<file path="src/hdl/srs_pkg.sv">
// shared constants, types and helpers of the segment range scheduler
package srs_pkg;

   localparam int MaxChannels = 16;
   localparam int ChanBits    = $clog2(MaxChannels);
   localparam int CountBits   = $clog2(MaxChannels + 1);
   localparam int OffsetBits  = 48;
   localparam int LenBits     = 21;
   localparam int ReqBits     = 7;
   localparam int ChunkBits   = 24;
   localparam int CsrBits     = 64;
   localparam int AddrBits    = 5;
   localparam int ReqDataBits = 32;
   localparam int RspDataBits = 184;
   localparam int MinChunkReset = 100 * 1024;
   localparam int ReqChanLo   = 0;
   localparam int ReqLenLo    = 6;

   typedef logic [OffsetBits-1:0] ofs_type;
   typedef logic [LenBits-1:0]    len_type;
   typedef logic [ChanBits-1:0]   idx_type;
   typedef logic [CountBits-1:0]  cnt_type;
   typedef logic [2:0]            mode_type;
   typedef logic [1:0]            reg_index_type;

   localparam mode_type MODE_DIVIDE  = 3'd0;
   localparam mode_type MODE_DATA    = 3'd1;
   localparam mode_type MODE_END     = 3'd2;
   localparam mode_type MODE_ERROR   = 3'd3;
   localparam mode_type MODE_CONNECT = 3'd4;

   localparam reg_index_type REG_TOTAL_SIZE = 2'd0;
   localparam reg_index_type REG_REQ_CHANS  = 2'd1;
   localparam reg_index_type REG_MIN_CHUNK  = 2'd2;

   typedef struct packed {
      ofs_type              total_size;
      logic [ReqBits-1:0]   requested_channels;
      logic [ChunkBits-1:0] min_chunk;
   } cfg_type;

   typedef enum logic [3:0] {
      ST_IDLE, ST_DIV_MAXC, ST_WAIT_MAXC, ST_DIV_SEG, ST_WAIT_SEG, ST_DIV_TAIL,
      ST_WAIT_TAIL, ST_DIV_WRITE, ST_DIV_EMIT, ST_EVENT, ST_SCAN, ST_STEAL,
      ST_EMIT_THIEF, ST_EMIT_VICTIM
   } state_type;

   typedef enum logic [3:0] {
      OP_NONE, OP_ACCEPT, OP_START_MAXC, OP_TAKE_MAXC, OP_START_SEG, OP_TAKE_SEG,
      OP_START_TAIL, OP_TAKE_TAIL, OP_DIV_WRITE, OP_DIV_EMIT, OP_EVENT, OP_SCAN,
      OP_STEAL, OP_EMIT_THIEF, OP_EMIT_VICTIM
   } op_type;

   typedef struct packed {
      op_type op;
   } cmd_type;

   typedef struct packed {
      logic req_divide;
      logic req_ok;
      logic div_done;
      logic out_free;
      logic loop_last;
      logic scan_last;
      logic steal_try;
      logic found;
      logic tail_needed;
   } status_type;

   function automatic ofs_type rem_of(ofs_type nb, ofs_type eb);
      rem_of = (eb > nb) ? eb - nb : '0;
   endfunction

endpackage

</file>
<file path="src/hdl/srs_ctrl.sv">
// sequencer: steps the datapath through divide, event and steal
module srs_ctrl (
   input  logic                clock,
   input  logic                reset,
   input  logic                req_tvalid,
   output logic                req_tready,
   input  srs_pkg::status_type status,
   output srs_pkg::cmd_type    cmd
);
   import srs_pkg::*;

   state_type state_ff, state_in;

   always_ff @(posedge clock) begin
      if (reset) begin
         state_ff <= ST_IDLE;
      end else begin
         state_ff <= state_in;
      end
   end

   always_comb begin
      state_in   = state_ff;
      cmd.op     = OP_NONE;
      req_tready = 1'b0;
      unique case (state_ff)
         ST_IDLE: begin
            req_tready = 1'b1;
            if (req_tvalid) begin
               cmd.op = OP_ACCEPT;
               if (status.req_divide) begin
                  state_in = ST_DIV_MAXC;
               end else if (status.req_ok) begin
                  state_in = ST_EVENT;
               end
            end
         end
         ST_DIV_MAXC: begin
            cmd.op   = OP_START_MAXC;
            state_in = ST_WAIT_MAXC;
         end
         ST_WAIT_MAXC: begin
            if (status.div_done) begin
               cmd.op   = OP_TAKE_MAXC;
               state_in = ST_DIV_SEG;
            end
         end
         ST_DIV_SEG: begin
            cmd.op   = OP_START_SEG;
            state_in = ST_WAIT_SEG;
         end
         ST_WAIT_SEG: begin
            if (status.div_done) begin
               cmd.op   = OP_TAKE_SEG;
               state_in = ST_DIV_TAIL;
            end
         end
         ST_DIV_TAIL: begin
            if (status.tail_needed) begin
               cmd.op   = OP_START_TAIL;
               state_in = ST_WAIT_TAIL;
            end else begin
               cmd.op   = OP_TAKE_TAIL;
               state_in = ST_DIV_WRITE;
            end
         end
         ST_WAIT_TAIL: begin
            if (status.div_done) begin
               cmd.op   = OP_TAKE_TAIL;
               state_in = ST_DIV_WRITE;
            end
         end
         ST_DIV_WRITE: begin
            cmd.op   = OP_DIV_WRITE;
            state_in = ST_DIV_EMIT;
         end
         ST_DIV_EMIT: begin
            if (status.out_free) begin
               cmd.op   = OP_DIV_EMIT;
               state_in = status.loop_last ? ST_IDLE : ST_DIV_WRITE;
            end
         end
         ST_EVENT: begin
            cmd.op   = OP_EVENT;
            state_in = status.steal_try ? ST_SCAN : ST_EMIT_THIEF;
         end
         ST_SCAN: begin
            cmd.op = OP_SCAN;
            if (status.scan_last) begin
               state_in = ST_STEAL;
            end
         end
         ST_STEAL: begin
            if (status.found) begin
               cmd.op = OP_STEAL;
            end
            state_in = ST_EMIT_THIEF;
         end
         ST_EMIT_THIEF: begin
            if (status.out_free) begin
               cmd.op   = OP_EMIT_THIEF;
               state_in = status.found ? ST_EMIT_VICTIM : ST_IDLE;
            end
         end
         ST_EMIT_VICTIM: begin
            if (status.out_free) begin
               cmd.op   = OP_EMIT_VICTIM;
               state_in = ST_IDLE;
            end
         end
         default: state_in = ST_IDLE;
      endcase
   end
endmodule

</file>
<file path="config.mk">
export PLATFORM = sky130hd
export DESIGN_NAME = srs_ctrl
export DESIGN_NICKNAME = d
export VERILOG_FILES = /design/src/hdl/srs_pkg.sv /design/src/hdl/srs_ctrl.sv
export SDC_FILE = /design/constraint.sdc
export NUM_CORES = 1
export LEC_CHECK = 0
export BUFFER_PORTS_ARGS = -buffer_cell sky130_fd_sc_hd__buf_2
export CAP_MARGIN = 20
export CORE_AREA = 2 2 39 41
export DETAILED_ROUTE_END_ITERATION = 10
export DIE_AREA = 0 0 41 43
export PLACE_DENSITY = 0.75
export RECOVER_POWER = 25
export SLEW_MARGIN = 20
export SYNTH_ARGS = -nofsm -noshare
export SYNTH_HDL_FRONTEND = slang
export SYNTH_SLANG_ARGS = --single-unit
</file>
<file path="constraint.sdc">
create_clock -name clock -period 2.2 [get_ports clock]
set_input_delay 0.22 -clock clock [delete_from_list [all_inputs] [get_ports clock]]
set_output_delay 0.22 -clock clock [all_outputs]
set_load 0.005 [all_outputs]
</file>
==> results.toml <==
[clock_network]
cts_made_buffers = 3
clk_pin_slew_worst_paths_ns = 0.04
cts_setup_buffers = 0
clock-sinks = 4
cts_max_path_buffers = 2
clock_latency_ns = 0.24
cts_hold_buf = 0
htreeDepth = 1
cts_root_buf = "clkbuf_4"
post_cts_resized = 0
tritoncts = "built"

[pwr]
intPower_mw = 0.459
netSwitchingFraction_pct = 48.8
p_comb_share_pct = 62.2
seqPwrFrac_pct = 27.6
power_density_nw_per_um2 = 1440
power.leakage_nw = 0.266
peakVddDrop_uv = 498
pwr-share-clk_pct = 10.1
switching_power_mw = 0.437

[sta]
fin_crit_ns = 2.00
whs_ns = 0.199
relSlewSlack_pct = 53.4
final.setup.tns_ns = 0
rsz0062_at_grt = "no"
fin_skew_ns = 0.00518
slew_viol_final = 0
fmax_ghz = 0.501
finalHoldViolations = 0
tightest_slew_ns = 0.697
finalSetupViolCount = 0
min_period_over_period_pct = 90.7
setup_slack_ns = 0.204

[critical_path]
cp.arrival_ns = 1.78
endpoint_kind = "output port"
r2r-start = "state_ff[0]$_SDFFE_PP0P_"
required_ns = 1.98
reg2regPathDepth = 5
regToRegEndpoint = "state_ff[0]$_SDFFE_PP0P_"
startpoint_type = "register"
crit_type = "reg2out"
r2r_slack_ns = 0.39
cp_max_fo = 16
critPathLaunch = "state_ff[3]$_SDFFE_PP0P_"

[yosys]
synth-seq-cells = 4
synth.area.top_cells = "dfxtp_1 (15%), a21oi_1 (7.4%), nand2_1 (5.5%), nor2_1 (5.5%), o21ai_0 (4.6%)"
syn_nets = 89
synth_area_um2 = 543
ys_seq_area_share_pct = 14.7
synth_top_area_share_pct = 14.7
yosys_warnings = 0
ys_types = 38
yosys.area.top_type = "dfxtp_1"
syn_area_per_cell_um2 = 7.05
synthCells = 77

[place]
post-place-ws_ns = 0.403
place_congestion = 0.824
placed_cells = 103
placed_cell_area_um2 = 606
port_buffers = 16
hpwlAfterDp_um = 977

[die]
num_io_pins = 17
dieArea_um2 = 1760
die_y_um = 43
die_w_um = 41
rows = 14
floorplan.initialDensity_pct = 39.2
core-area_um2 = 1380

[grt]
grt_use_total_pct = 19.2
grt_antenna_before_repair = 0
grt_max_degree = 24
grt_pass1_wl_um = 2390
grt_pass1_vias = 577
grt.overflow.total = 0

[route]
dr_total_vias = 625
ant_nets = 0
drt_iter0_markers = 9
wl_um = 1410
drc = 0
drt-vias-per-instance = 5.90
firstDrtPassIters = 4
routedWlPerCell_um = 13.3

[worst_hold_path]
hp-start = "reset"
hold_end = "state_ff[3]$_SDFFE_PP0P_"
min_path_cells = 2
hp-class = "in2reg"

[final_layout]
final_cell_mix = "buf_2 (16), nor2_1 (8), a21oi_1 (8), nand2_1 (8), o21ai_0 (5)"
fin_cells = 106
top_regs = "state_ff: 4 flops"
n_antenna_cell = 0
fin_area_um2 = 622
largest_register_ffs = 4
final_nets = 104
final_common_cell = "buf_2"
syn2layout_area_growth_pct = 14.5
top_register = "state_ff"
drive_above_1_share_pct = 26.7

[run]
max-cap-violations = 0

[status]
outcome = "completed"
-- worst max-delay path by stage --
stage | slack [ns] | endpoint
after floorplan | 0.81 | state_ff[1]$_SDFFE_PP0P_
after global placement | 0.42 | state_ff[0]$_SDFFE_PP0P_
after detailed placement | 0.40 | state_ff[0]$_SDFFE_PP0P_
after CTS | 0.21 | cmd[0]
after global routing | 0.02 | cmd[0]
final | 0.20 | cmd[0]
-- power groups by stage --
stage | Combinational, mW | Sequential [mW] | Clock [mW]
4_1_cts | 0.569 | 0.246 | 0.0937
6_report | 0.558 | 0.248 | 0.0908
2_1_floorplan | 0.566 | 0.130 | 0
3_5_place_dp | 0.565 | 0.247 | 0
5_1_grt | 0.628 | 0.261 | 0.101
3_3_place_gp | 0.558 | 0.244 | 0
-- critical path: stages, from the launching register on --
cell	delay, ns
dfxtp_1	0.64
inv_2	0.18
nor2_1	0.21
a21oi_1	0.06
o22a_1	0.18
o22ai_1	0.13
buf_2	0.14
-- final cells by class --
cell class / count / area (um^2)
clock buffers: 3 / 22.5
multi-input cells: 64 / 408
flip-flops and latches: 4 / 80.1
well taps: 16 / 20.0
repair buffers: 16 / 80.1
fillers: 143 / 762
inverters: 3 / 11.3
-- metal layers --
metal  track usage (%)  wire length, um  up-vias
met3              3.14               38        2
met4              8.67                8        0
met2              28.4              704       13
li1                  -                -      317
met1              26.0              656      293
met5                 0                0        -
-- metrics by stage --
stage | power (mW) | utilization, %
CTS | 0.908 | 45.4
global placement | 0.802 | 43.8
detailed placement | 0.812 | 43.8
finish | 0.896 | 44.9
global route | 0.990 | 44.9
floorplan | 0.697 | -
-- synthesized netlist by cell type, drive strengths merged --
cell / n
nand2: 8
nor4: 2
or3: 1
or4b: 2
and2b: 1
a221o: 1
dfxtp: 4
inv: 3
and3: 1
nor2: 8
o32ai: 1
o21bai: 1
nor3: 2
buf: 6
nor3b: 1
mux2i: 2
a22oi: 1
o21a: 1
o31ai: 1
o22a: 1
nand3b: 2
nand2b: 1
o22ai: 2
o2bb2ai: 1
nor2b: 2
a311oi: 2
a31oi: 1
a21oi: 8
o21ai: 6
o31a: 1
o211a: 1
a21o: 2
-- cell families after synthesis --
kind of cell / share of synthesized area (%)
buf+inv: 8.98
compound gates: 40.3
flops: 14.7
mux: 3.69
simple gates: 32.3
No activity file was read; power rests on OpenSTA's default activity.
