--- src/hdl/srs_pkg.sv ---
// shared constants, types and helpers of the segment range scheduler
package srs_pkg;

   localparam int MaxChannels = 16;
   localparam int ChanBits    = $clog2(MaxChannels);
   localparam int CountBits   = $clog2(MaxChannels + 1);
   localparam int OffsetBits  = 48;
   localparam int LenBits     = 21;
   localparam int ReqBits     = 7;
   localparam int ChunkBits   = 24;
   localparam int CsrBits     = 64;
   localparam int AddrBits    = 5;
   localparam int ReqDataBits = 32;
   localparam int RspDataBits = 184;
   localparam int MinChunkReset = 100 * 1024;
   localparam int ReqChanLo   = 0;
   localparam int ReqLenLo    = 6;

   typedef logic [OffsetBits-1:0] ofs_type;
   typedef logic [LenBits-1:0]    len_type;
   typedef logic [ChanBits-1:0]   idx_type;
   typedef logic [CountBits-1:0]  cnt_type;
   typedef logic [2:0]            mode_type;
   typedef logic [1:0]            reg_index_type;

   localparam mode_type MODE_DIVIDE  = 3'd0;
   localparam mode_type MODE_DATA    = 3'd1;
   localparam mode_type MODE_END     = 3'd2;
   localparam mode_type MODE_ERROR   = 3'd3;
   localparam mode_type MODE_CONNECT = 3'd4;

   localparam reg_index_type REG_TOTAL_SIZE = 2'd0;
   localparam reg_index_type REG_REQ_CHANS  = 2'd1;
   localparam reg_index_type REG_MIN_CHUNK  = 2'd2;

   typedef struct packed {
      ofs_type              total_size;
      logic [ReqBits-1:0]   requested_channels;
      logic [ChunkBits-1:0] min_chunk;
   } cfg_type;

   typedef enum logic [3:0] {
      ST_IDLE, ST_DIV_MAXC, ST_WAIT_MAXC, ST_DIV_SEG, ST_WAIT_SEG, ST_DIV_TAIL,
      ST_WAIT_TAIL, ST_DIV_WRITE, ST_DIV_EMIT, ST_EVENT, ST_SCAN, ST_STEAL,
      ST_EMIT_THIEF, ST_EMIT_VICTIM
   } state_type;

   typedef enum logic [3:0] {
      OP_NONE, OP_ACCEPT, OP_START_MAXC, OP_TAKE_MAXC, OP_START_SEG, OP_TAKE_SEG,
      OP_START_TAIL, OP_TAKE_TAIL, OP_DIV_WRITE, OP_DIV_EMIT, OP_EVENT, OP_SCAN,
      OP_STEAL, OP_EMIT_THIEF, OP_EMIT_VICTIM
   } op_type;

   typedef struct packed {
      op_type op;
   } cmd_type;

   typedef struct packed {
      logic req_divide;
      logic req_ok;
      logic div_done;
      logic out_free;
      logic loop_last;
      logic scan_last;
      logic steal_try;
      logic found;
      logic tail_needed;
   } status_type;

   function automatic ofs_type rem_of(ofs_type nb, ofs_type eb);
      rem_of = (eb > nb) ? eb - nb : '0;
   endfunction

endpackage

--- src/hdl/srs_csr.sv ---
// configuration registers behind the apb-style port
module srs_csr (
   input  logic                             clock,
   input  logic                             reset,
   input  logic                             csr_psel,
   input  logic                             csr_penable,
   input  logic                             csr_pwrite,
   input  logic [srs_pkg::AddrBits-1:0]     csr_paddr,
   input  logic [srs_pkg::CsrBits-1:0]      csr_pwdata,
   output logic [srs_pkg::CsrBits-1:0]      csr_prdata,
   output logic                             csr_pready,
   output srs_pkg::cfg_type                 cfg
);
   import srs_pkg::*;

   cfg_type       cfg_ff, cfg_in;
   reg_index_type index;
   logic          wr;

   assign index      = csr_paddr[AddrBits-1:3];
   assign csr_pready = 1'b1;
   assign wr         = csr_psel && csr_penable && csr_pwrite;

   always_comb begin
      cfg_in = cfg_ff;
      if (wr) begin
         unique case (index)
            REG_TOTAL_SIZE: cfg_in.total_size = csr_pwdata[OffsetBits-1:0];
            REG_REQ_CHANS:  cfg_in.requested_channels = csr_pwdata[ReqBits-1:0];
            REG_MIN_CHUNK:  cfg_in.min_chunk = csr_pwdata[ChunkBits-1:0];
            default: ;
         endcase
      end
   end

   always_comb begin
      unique case (index)
         REG_TOTAL_SIZE: csr_prdata = CsrBits'(cfg_ff.total_size);
         REG_REQ_CHANS:  csr_prdata = CsrBits'(cfg_ff.requested_channels);
         REG_MIN_CHUNK:  csr_prdata = CsrBits'(cfg_ff.min_chunk);
         default:        csr_prdata = '0;
      endcase
   end

   always_ff @(posedge clock) begin
      if (reset) begin
         cfg_ff.total_size         <= '0;
         cfg_ff.requested_channels <= ReqBits'(4);
         cfg_ff.min_chunk          <= ChunkBits'(MinChunkReset);
      end else begin
         cfg_ff <= cfg_in;
      end
   end

   assign cfg = cfg_ff;
endmodule

--- config.mk ---
export PLATFORM = sky130hd
export DESIGN_NAME = srs_csr
export DESIGN_NICKNAME = d
export VERILOG_FILES = /design/src/hdl/srs_pkg.sv /design/src/hdl/srs_csr.sv
export SDC_FILE = /design/constraint.sdc
export NUM_CORES = 1
export LEC_CHECK = 0
export BUFFER_PORTS_ARGS = -buffer_cell sky130_fd_sc_hd__buf_4
export CORE_MARGIN = 2
export CORE_UTILIZATION = 40
export CTS_CLUSTER_SIZE = 40
export DETAILED_ROUTE_END_ITERATION = 10
export PLACE_DENSITY = 0.73
export SYNTH_ARGS = -nofsm -noshare
export SYNTH_HDL_FRONTEND = slang
export SYNTH_SLANG_ARGS = --single-unit
--- constraint.sdc ---
create_clock -name clock -period 3.5 [get_ports clock]
set_clock_uncertainty 0.1 [all_clocks]
set_input_delay 0.175 -clock clock [delete_from_list [all_inputs] [get_ports clock]]
set_output_delay 0.175 -clock clock [all_outputs]
set_load 0.01 [all_outputs]
==> summary.txt, run 1 <==
Setup Fix Bufs, Post-CTS: 0
critical setup path kind: in2reg
multi-input gate area in the final layout: 2230 um2
part of the cycle the worst path needs: 0.601
quantity of I/O buffers inserted on ports: 181
number of endpoints with negative hold slack in the final report: 0
Resized Gates After CTS: 0
slew at the pin closest to its max-slew limit: 1.18 ns
Worst-path clk slew: 0.09 ns
number of setup violations in the final report: 0
ordered cell list for the critical path: buf_4, nor2b_1, nand4_4, mux2i_1
capturing point of the worst reg2reg path: cfg[4]
Design Power: 1.81 mW
core area: 9770 um2
max_cap viols: 0
crit-path max cell delay: 0.68 ns
CP Buf/Inv Count: 1
effective utilization at floorplan: 0.413
hold_sp: csr_pwdata[11]
number of stages on the worst hold path: 3
number of antenna cells inserted: 0
die height: 104 um
leakage power summed over all cells: 2.74 nW
fmax: 475 MHz
Final nets: 686
CTS Sinks: 79
number of hold buffers added after CTS: 27
final RePlAce weighted congestion: 0.731
library cell with the largest summed area after synthesis: sky130_fd_sc_hd__dfxtp_1
number of I/O pins: 218
Worst-Skew Late Latency: 0.33 ns
commonest cells after routing, fill and taps aside: sky130_fd_sc_hd__buf_4, sky130_fd_sc_hd__nand2b_1, sky130_fd_sc_hd__mux2i_1
synthesized area: 4040 um2
H-tree levels: 3
crit path launch type: input pin
die width: 104 um
length in cells of the worst reg-to-reg path: 2
sum of net half-perimeters after detailed placement: 6.75 mm
layout filler cell count: 847
cell type group with the largest total delay on the critical path: simple AND/OR/NAND/NOR gates
number of iterations in the first detailed-routing pass: 4
synth top area cells: sky130_fd_sc_hd__dfxtp_1, sky130_fd_sc_hd__mux2i_1, sky130_fd_sc_hd__nand2b_1, sky130_fd_sc_hd__buf_4, sky130_fd_sc_hd__and2_1
Worst Hold End: cfg[11]
part of the Yosys area used for sequential elements: 0.392
remaining routing DRC violations: 0
Max Transition Viols Final: 0
Avg Vias per Cell: 4.62
CP required: 3.64 ns
Synth Register Bits: 79
count of mapped cells out of synthesis: 424
type of the tightest min-delay check: in2reg
R2R Setup Slk: 2.71 ns
share of Yosys cell area claimed by the top area cell type: 0.392
most common cell after layout, fill and taps aside: sky130_fd_sc_hd__buf_4
floorplan row count: 36
1st-iter DRT viols: 130
start of the worst register-to-register path: cfg[4]
storage element area: 1580 um2
antenna-violating nets left: 0
maximum vdd ir drop: 0.205 mV
master cell of the clock root buffer: sky130_fd_sc_hd__clkbuf_8
cell area power density: 311 nW/um2
Max-slew headroom: 0.213
largest net degree at the start of global routing: 132
Slowest-stage cell, CP: sky130_fd_sc_hd__nor2b_1
Post-Route WL: 10.1 mm
count of cell types in the netlist: 18
gr usage total: 0.182
via count of the first global-routing pass: 3371
nature of the critical path endpoint: flop
number of flip-flops in the largest register: 79
Longest Clk Path Bufs: 2
global-route wire length before repair: 16.3 mm
sum of negative setup slack: 0 ns
share of final-layout standard cells stronger than drive strength 1: 0.323
clock tree from TritonCTS: yes
per-instance average area after synthesis: 9.53 um2
routed len/inst: 13.5 um
area of the die: 10900 um2
minimum clock period: 2.11 ns
status: complete, no violations
number of vias in the routed layout: 3466
CP arrival: 2.25 ns
Layout Area Growth over Synthesis: 43.9%
largest driver fanout on the critical path: 28
setup repair after global routing missed its margin: false
Num CTS Buffers: 9
global route total overflow: 0
antenna violations before repair: 0
number of warnings reported in the yosys synthesis log: 0
power by group:
part / total [mW] / internal, mW / switching, mW
clock: 0.663 / 0.331 / 0.333
sequential: 0.920 / 0.910 / 0.00976
combinational: 0.227 / 0.127 / 0.100
cell usage after synthesis:
library cell and count:
sky130_fd_sc_hd__nand2b_1 123, sky130_fd_sc_hd__mux2i_1 103, sky130_fd_sc_hd__dfxtp_1 79, sky130_fd_sc_hd__nor2_1 26, sky130_fd_sc_hd__and2_1 24, sky130_fd_sc_hd__buf_4 21, sky130_fd_sc_hd__clkbuf_1 17, sky130_fd_sc_hd__nand2_1 7
sky130_fd_sc_hd__o21ai_0 7, sky130_fd_sc_hd__buf_2 6, sky130_fd_sc_hd__buf_6 3, sky130_fd_sc_hd__conb_1 2, sky130_fd_sc_hd__buf_1 1, sky130_fd_sc_hd__nand3_1 1, sky130_fd_sc_hd__nand4_4 1, sky130_fd_sc_hd__nor2b_1 1
sky130_fd_sc_hd__nor3_2 1, sky130_fd_sc_hd__or3b_1 1
routing by layer:
layer | vias to the layer above | global-route usage | wire length [um]
li1 | 1720 | - | -
met2 | 121 | 0.315 | 5010
met3 | 11 | 0.0395 | 662
met4 | 0 | 0.0734 | 134
met5 | - | 0 | 0
met1 | 1614 | 0.217 | 4300
how the worst max path moves through the flow:
stage | startpoint | end | slack (ns) | depth (start not counted)
global route | csr_paddr[4] | csr_prdata[42] | 1.23 | 4
detailed placement | csr_paddr[4] | cfg[4] | 1.01 | 4
floorplan | csr_paddr[3] | cfg[49] | 2.20 | 5
CTS | csr_paddr[4] | cfg[4] | 1.37 | 4
global placement | csr_paddr[4] | cfg[22] | 1.13 | 4
finish | csr_paddr[4] | cfg[4] | 1.39 | 4
worst reg2reg max path, cell delays in order, from the launching register on:
cell and delay (ns):
sky130_fd_sc_hd__dfxtp_1 0.36, sky130_fd_sc_hd__nand2b_1 0.07, sky130_fd_sc_hd__mux2i_1 0.16
cells by family (layout without fill, tap and decap cells):
group,Yosys count,in the layout,share of synthesized area
other cells,2,17,0.00186
compound gates,7,7,0.00867
simple gates,185,185,0.271
mux,103,103,0.255
flops,79,79,0.392
buf+inv,48,226,0.0716
area by class of cell:
| class | count | area share |
|---|---|---|
| clock buffers | 11 | 0.0226 |
| flip-flops and latches | 79 | 0.272 |
| clock inverters | 5 | 0.0101 |
| well taps | 133 | 0.0286 |
| multi-input cells | 312 | 0.384 |
| repair buffers | 210 | 0.283 |
through the flow:
| stage | setup WS [ns] | area [um2] | utilization | std cells | hold WS [ns] |
|---|---|---|---|---|---|
| 2_1_floorplan | 2.20 | 4100 | - | 439 | 0.230 |
| 3_3_place_gp | 1.13 | 5350 | 0.548 | 707 | 0.333 |
| 3_5_place_dp | 1.01 | 5350 | 0.548 | 707 | 0.350 |
| 4_1_cts | 1.37 | 5810 | 0.595 | 750 | 0.0000641 |
| 5_1_grt | 1.23 | 5810 | 0.595 | 750 | 0.0129 |
| 6_report | 1.39 | 5810 | 0.595 | 750 | 0.0137 |
Note: power is estimated with default switching activity, not from simulation.
==> run 2, diff against run 1 <==
- clock period: 3.5 -> 2.1 ns (I/O delays scaled with it)
==> run 2 against run 1 <==
  * Worst setup slack got worse by 0.62 ns
  * Register-to-register slack got worse by 1.4 ns
  * Sequential power increased by 66%
  * Final cell count increased by 3.5%
  * First-iteration DRC count decreased by 35%
  * Via count increased by 1.1%
  * Clock-buffer cell count unchanged
  * Final area increased by 4.2%
  * Non-clock buffer count increased by 27
  * Core utilization increased by 2.5 points
  * Critical path type is now reg2out
==> summary.txt, run 2 (synthesized netlist as in run 1, its figures left out) <==
status: complete, no violations
floorplan row count: 36
Final nets: 713
count of cell instances traversed by the critical path: 3
Num CTS Buffers: 9
Worst-Skew Late Latency: 0.33 ns
1st-iter DRT viols: 84
Layout Area Growth over Synthesis: 50.0%
number of I/O pins: 218
layout filler cell count: 816
core area: 9770 um2
crit path launch type: flop
largest net degree at the start of global routing: 59
sum of negative setup slack: 0 ns
commonest cells after routing, fill and taps aside: sky130_fd_sc_hd__buf_4, sky130_fd_sc_hd__nand2b_1, sky130_fd_sc_hd__mux2i_1
CP required: 1.89 ns
nature of the critical path endpoint: primary output
max_cap viols: 0
leakage power summed over all cells: 2.86 nW
sum of net half-perimeters after detailed placement: 7.02 mm
final RePlAce weighted congestion: 0.736
Avg Vias per Cell: 4.52
minimum clock period: 1.33 ns
area of the die: 10900 um2
number of antenna cells inserted: 0
setup repair after global routing missed its margin: false
Area after DPL: 5420 um2
number of vias in the routed layout: 3505
Worst-path clk slew: 0.08 ns
fmax: 754 MHz
R2R Setup Slk: 1.34 ns
part of the cycle the worst path needs: 0.631
antenna violations before repair: 0
share of final-layout standard cells stronger than drive strength 1: 0.317
gr usage total: 0.183
die width: 104 um
Max Transition Viols Final: 0
CP Buf/Inv Count: 1
most common cell after layout, fill and taps aside: sky130_fd_sc_hd__buf_4
Setup Fix Bufs, Post-CTS: 0
cell type group with the largest total delay on the critical path: flip-flops
maximum vdd ir drop: 0.280 mV
global route total overflow: 0
effective utilization at floorplan: 0.413
number of flip-flops in the largest register: 79
master cell of the clock root buffer: sky130_fd_sc_hd__clkbuf_8
multi-input gate area in the final layout: 2230 um2
ordered cell list for the critical path: mux2i_1, o21ai_0, buf_4
number of endpoints with negative hold slack in the final report: 0
antenna-violating nets left: 0
quantity of I/O buffers inserted on ports: 181
crit-path max cell delay: 0.37 ns
CTS Sinks: 79
number of stages on the worst hold path: 3
largest driver fanout on the critical path: 3
Post-Route WL: 10.2 mm
length in cells of the worst reg-to-reg path: 2
clock tree from TritonCTS: yes
via count of the first global-routing pass: 3442
final design area excluding fillers: 6060 um2
routed len/inst: 13.2 um
Longest Clk Path Bufs: 2
smallest hold slack: 0.167 ns
cell area power density: 479 nW/um2
die height: 104 um
H-tree levels: 3
critical setup path kind: reg2out
remaining routing DRC violations: 0
CP arrival: 1.12 ns
number of iterations in the first detailed-routing pass: 4
Design Power: 2.90 mW
global-route wire length before repair: 16.5 mm
Slowest-stage cell, CP: sky130_fd_sc_hd__dfxtp_1
type of the tightest min-delay check: in2reg
number of setup violations in the final report: 0
storage element area: 1580 um2
run 2: report_power, final:
part | leakage [nW] | total (mW) | internal [mW] | switching [mW]
clock | 0.0829 | 0.948 | 0.420 | 0.527
combinational | 2.14 | 0.423 | 0.246 | 0.177
sequential | 0.638 | 1.53 | 1.52 | 0.0158
total | 2.86 | 2.90 | 2.18 | 0.720
run 2: final timing paths:
check               from             to
max              cfg[29]  csr_prdata[5]
min          csr_penable        cfg[23]
max reg2reg      cfg[17]        cfg[17]
min reg2reg      cfg[60]        cfg[60]
run 2: worst register-to-register path, delay by kind of cell, from the launching register on:
kind / cells / cell delay [ns]
flops: 1 / 0.38
mux: 1 / 0.14
simple gates: 1 / 0.07
run 2: layout make-up:
cell class / count / share of cell area
flip-flops and latches: 79 / 0.261
repair buffers: 237 / 0.318
well taps: 133 / 0.0275
clock buffers: 11 / 0.0217
multi-input cells: 312 / 0.368
clock inverters: 4 / 0.00392
run 2: layer usage:
metal	up-vias	track usage	wire length, um
li1	1765	-	-
met1	1609	0.223	4420
met2	121	0.326	5100
met3	10	0.0307	586
met4	0	0.0618	127
met5	-	0	0
run 2: timing repair:
item                                   in CTS  in global routing
hold buffers                               48                  0
endpoints found under the hold margin      77                  0
resized for setup                           0                  0
run 2: per-stage QoR:
| stage | utilization | setup WS (ns) | std cells |
|---|---|---|---|
| floorplan | - | 0.867 | 439 |
| global placement | 0.555 | 0.499 | 713 |
| detailed placement | 0.555 | 0.434 | 713 |
| CTS | 0.620 | 0.741 | 776 |
| global route | 0.620 | 0.667 | 776 |
| finish | 0.620 | 0.774 | 776 |
